`src/rtl/core/tpsf_pkg.sv`:
```
// package: widths, register indexes, sequencer states, payloads and multiplier request
package tpsf_pkg;

  localparam int unsigned DataWidthDef = 32;
  localparam int unsigned CfgIdxW      = 3;
  localparam int unsigned CfgDataW     = 32;

  typedef enum logic [CfgIdxW-1:0] {
    RegDirectMode   = 3'd0,
    RegLineToLine   = 3'd1,
    RegOpenThresh   = 3'd2,
    RegTimeStep     = 3'd3,
    RegResLineLine  = 3'd4,
    RegResLineGnd   = 3'd5,
    RegInvIndLL     = 3'd6,
    RegInvIndLG     = 3'd7
  } cfg_reg_e;

  typedef enum logic [2:0] {
    StIdle,
    StMask,
    StResMul,
    StDtMul,
    StIndMul,
    StNext,
    StDone
  } seq_state_e;

  localparam logic [1:0] PhA = 2'd0;
  localparam logic [1:0] PhB = 2'd1;
  localparam logic [1:0] PhC = 2'd2;

  typedef struct packed {
    logic               fault_enable;
    logic [2:0]         fault_command;
    logic signed [31:0] va_fault_in;
    logic signed [31:0] vb_fault_in;
    logic signed [31:0] vc_fault_in;
    logic signed [31:0] va_source;
    logic signed [31:0] vb_source;
    logic signed [31:0] vc_source;
  } fault_in_t;

  typedef struct packed {
    logic [2:0]         fault_mask;
    logic signed [31:0] va_out;
    logic signed [31:0] vb_out;
    logic signed [31:0] vc_out;
    logic signed [31:0] ia_out;
    logic signed [31:0] ib_out;
    logic signed [31:0] ic_out;
  } fault_out_t;

  // operand selection for the shared multiplier
  typedef struct packed {
    logic               start;
    logic signed [31:0] op_a;
    logic signed [31:0] op_b;
  } mul_req_t;

endpackage

```
`src/rtl/core/tpsf_mul.sv`:
```
// shared signed multiplier with registered product and q16 shift
module tpsf_mul (
  input  logic                clk_i,
  input  tpsf_pkg::mul_req_t  req_i,
  output logic signed [63:0]  prod_o
);
  logic signed [63:0] prod_q;
  logic signed [63:0] prod_d;
  logic signed [63:0] full;

  assign full   = $signed(req_i.op_a) * $signed(req_i.op_b);
  assign prod_d = req_i.start ? (full >>> 16) : prod_q;

  always_ff @(posedge clk_i) begin
    prod_q <= prod_d;
  end

  assign prod_o = prod_q;
endmodule

```
`config.mk`:
```
export PLATFORM = sky130hd
export DESIGN_NAME = tpsf_mul
export DESIGN_NICKNAME = d
export VERILOG_FILES = /design/src/rtl/core/tpsf_pkg.sv /design/src/rtl/core/tpsf_mul.sv
export SDC_FILE = /design/constraint.sdc
export NUM_CORES = 2
export LEC_CHECK = 0
export ABC_AREA = 1
export BUFFER_PORTS_ARGS = -buffer_cell sky130_fd_sc_hd__buf_2
export CELL_PAD_IN_SITES_DETAIL_PLACEMENT = 1
export CELL_PAD_IN_SITES_GLOBAL_PLACEMENT = 2
export CORE_ASPECT_RATIO = 1.4
export CORE_UTILIZATION = 30
export DETAILED_ROUTE_END_ITERATION = 7
export PLACE_DENSITY_LB_ADDON = 0.1
export SLEW_MARGIN = 0
export SYNTH_ARGS = -nofsm -noshare
export SYNTH_HDL_FRONTEND = slang
export SYNTH_SLANG_ARGS = --single-unit
```
`constraint.sdc`:
```
create_clock -name clk_i -period 14.4 [get_ports clk_i]
set_clock_uncertainty 0.2 [all_clocks]
set_input_delay 1.44 -clock clk_i [delete_from_list [all_inputs] [get_ports clk_i]]
set_output_delay 1.44 -clock clk_i [all_outputs]
set_load 0.01 [all_outputs]
```
==> run_results.csv <==
group,metric,value,unit
run_status,outcome,"completed",
setup_path,path_class,"in2reg",
synth,synthArstFlopShare,0,%
placement,hpwl,120000,um
timing,finalCritPeriodShare,68.2,%
clock_tree,cts.sinks,48,
global_route,track_usage,22.2,%
timing,setup_viol,0,
synth,seq_area_frac_synth,3.63,%
clock_tree,cts_root_buf,"clkbuf_16",
setup_path,critical_path.startpoint,"req_i[63]",
timing,min_period,9.81,ns
timing,tightest_slew,1.15,ns
synth,syn_inst,4968,
synth,synth_flop_cell,"edfxtp_1",
setup_path,critical-path-max-stage-delay,1.04,ns
timing,slew_viol_final,0,
synth,syn_nets,6295,
global_route,grt_pass1_wl,218000,um
setup_path,end_kind,"register",
clock_tree,cts_buffer_depth,2,
placement,port_buffers,129,
timing,slew_headroom,23.5,%
clock_tree,cts_tree,"yes",
floorplan,ios,130,
global_route,antenna_found_initial,8,
synth,synth_area,39700,sq um
clock_tree,clkSlewWorstSetupHoldPaths,0.09,ns
detailed_routing,via_per_inst,4.47,
synth,synth_warnings,0,
timing,finalHoldViolCount,0,
global_route,overflow,0,
synth,synth_cell_types,30,
synth,yosys-top-cells-count,"inv_1, nand2_1, fa_1",
setup_path,arrival,9.69,ns
synth,synthMostInstantiatedCell,"inv_1",
run,cap_violations,0,
placement,routabilityCongestion,0.830,
setup_path,cp_top_family,"adder cells",
global_route,grt_max_degree,33,
clock_tree,cts_inserted_buffers,5,
floorplan,die_h,432,um
layout,seqCellArea,1440,sq um
layout,multi_input_area,31300,sq um
setup_path,slowest_stage,"fa_1",
setup_path,cp_common_cell,"fa_1",
synth,synth_edf_count,48,
layout,largest_register_ffs,48,
timing,rsz0062_at_grt,"false",
floorplan,core_area,131000,sq um
layout,drive_gt1_share,3.91,%
setup_path,path_depth,23,
floorplan,initial_utilization,30.3,%
detailed_routing,wire_per_inst,21.2,um
timing,finalSetupTns,0,ns
clock_tree,postCtsHoldBufs,0,
layout,fillers,15900,
synth,yosysTopAreaCellShare,54.5,%
clock_tree,cts_max_level,2,
layout,finish.utilization,32.2,%
detailed_routing,dr.pass1.iters,5,
setup_path,worstPathMaxFanout,32,
setup_path,timing.critical_path.to,"prod_o[40]",
synth,avgSynthCellArea,7.99,sq um
floorplan,rows,157,
setup_path,required,14.27,ns
layout,fin_nets,6259,
min_path,hold_depth,1,
setup_path,crit_chain,"buf_2 -> nand2_1 -> inv_1 -> fa_1 -> fa_1 -> fa_1 -> fa_1 -> inv_1 -> fa_1 -> inv_1 -> fa_1 -> fa_1 -> fa_1 -> ha_1 -> nand2_1 -> nor2_1 -> inv_1 -> nor3_1 -> nand2_1 -> nor3_1 -> nand2_1 -> nand3_1 -> nand2_1",
synth,synthTopCellsByArea,"fa_1, inv_1, nand2_1",
layout,syn_to_final_growth,6.14,%
clock_tree,ctsResizeCount,0,
floorplan,die_w,309,um
floorplan,dieArea,134000,sq um
global_route,first_global_vias,34800,
synth,synth_top_area_cell,"fa_1",
detailed_routing,route.detailed.drc,0,
setup_path,crit_buf_inv,5,
clock_tree,cts_setup_buffers,0,
timing,fmaxAchievable,102,MHz
min_path,hold_class,"in2reg",
synth,ys_seq_elements,48,
detailed_routing,wl,142000,um
detailed_routing,drt_iter0_drc,1011,
detailed_routing,antenna_left,0,
detailed_routing,vias,29900,
setup_path,start_kind,"input pin",
[logic make-up after synthesis]
family / after synthesis / share of synthesized area, %
flops: 48 / 3.63
buf+inv: 1843 / 17.6
simple gates: 1645 / 16.0
xor+xnor: 33 / 0.728
fa+ha+maj: 1261 / 60.2
compound gates: 138 / 1.85
[cell type report]
type                    instances  area share [%]
well taps                    1749            5.19
inverters                    1635            14.6
clock buffers                   5           0.297
repair buffers                165            2.17
flip-flops and latches         48            3.42
clock inverters                 3           0.113
diodes                          1         0.00594
multi-input cells            3077            74.2
[cell usage in the layout, fill, tap and decap left out, drive strengths merged]
| cell | instances |
|---|---|
| nor4 | 4 |
| clkinv | 3 |
| a21boi | 1 |
| a21o | 2 |
| fa | 1081 |
| o21bai | 12 |
| nand3 | 47 |
| nor2 | 163 |
| nor3 | 11 |
| nand2 | 1398 |
| or2 | 8 |
| buf | 165 |
| o21ai | 39 |
| clkbuf | 5 |
| bufinv | 1 |
| a21oi | 81 |
| ha | 180 |
| nand3b | 3 |
| inv | 1634 |
| edfxtp | 48 |
| nand4 | 11 |
| diode | 1 |
| xor2 | 25 |
| o21a | 3 |
| xnor2 | 8 |
[per-layer routing]
| layer | wire (um) | GRT usage (%) |
|---|---|---|
| met5 | 23 | 0 |
| met4 | 3230 | 4.38 |
| met3 | 2810 | 1.26 |
| met2 | 78200 | 42.5 |
| met1 | 57600 | 27.1 |
[through the flow]
stage	std cells	instance area, sq um	setup WS, ns	hold slack, ns
finish	6683	42100	4.59	1.49
global route	6682	42100	4.01	1.50
CTS	6682	42100	4.47	1.49
detailed placement	6674	42000	4.12	1.65
global placement	6674	42000	4.25	1.65
floorplan	4968	39700	5.96	1.35
[worst min-delay path by stage]
stage                    start         end  slack [ns]
CTS                  req_i[64]  prod_o[18]        1.49
global placement    prod_o[24]  prod_o[24]        1.65
finish               req_i[64]  prod_o[18]        1.49
floorplan            req_i[64]   prod_o[0]        1.35
detailed placement  prod_o[14]  prod_o[14]        1.65
global route         req_i[64]  prod_o[42]        1.50
Power is left out: the tool's default activity adds up to more than one toggle a clock period on the data nets, which glitch-free logic cannot reach.
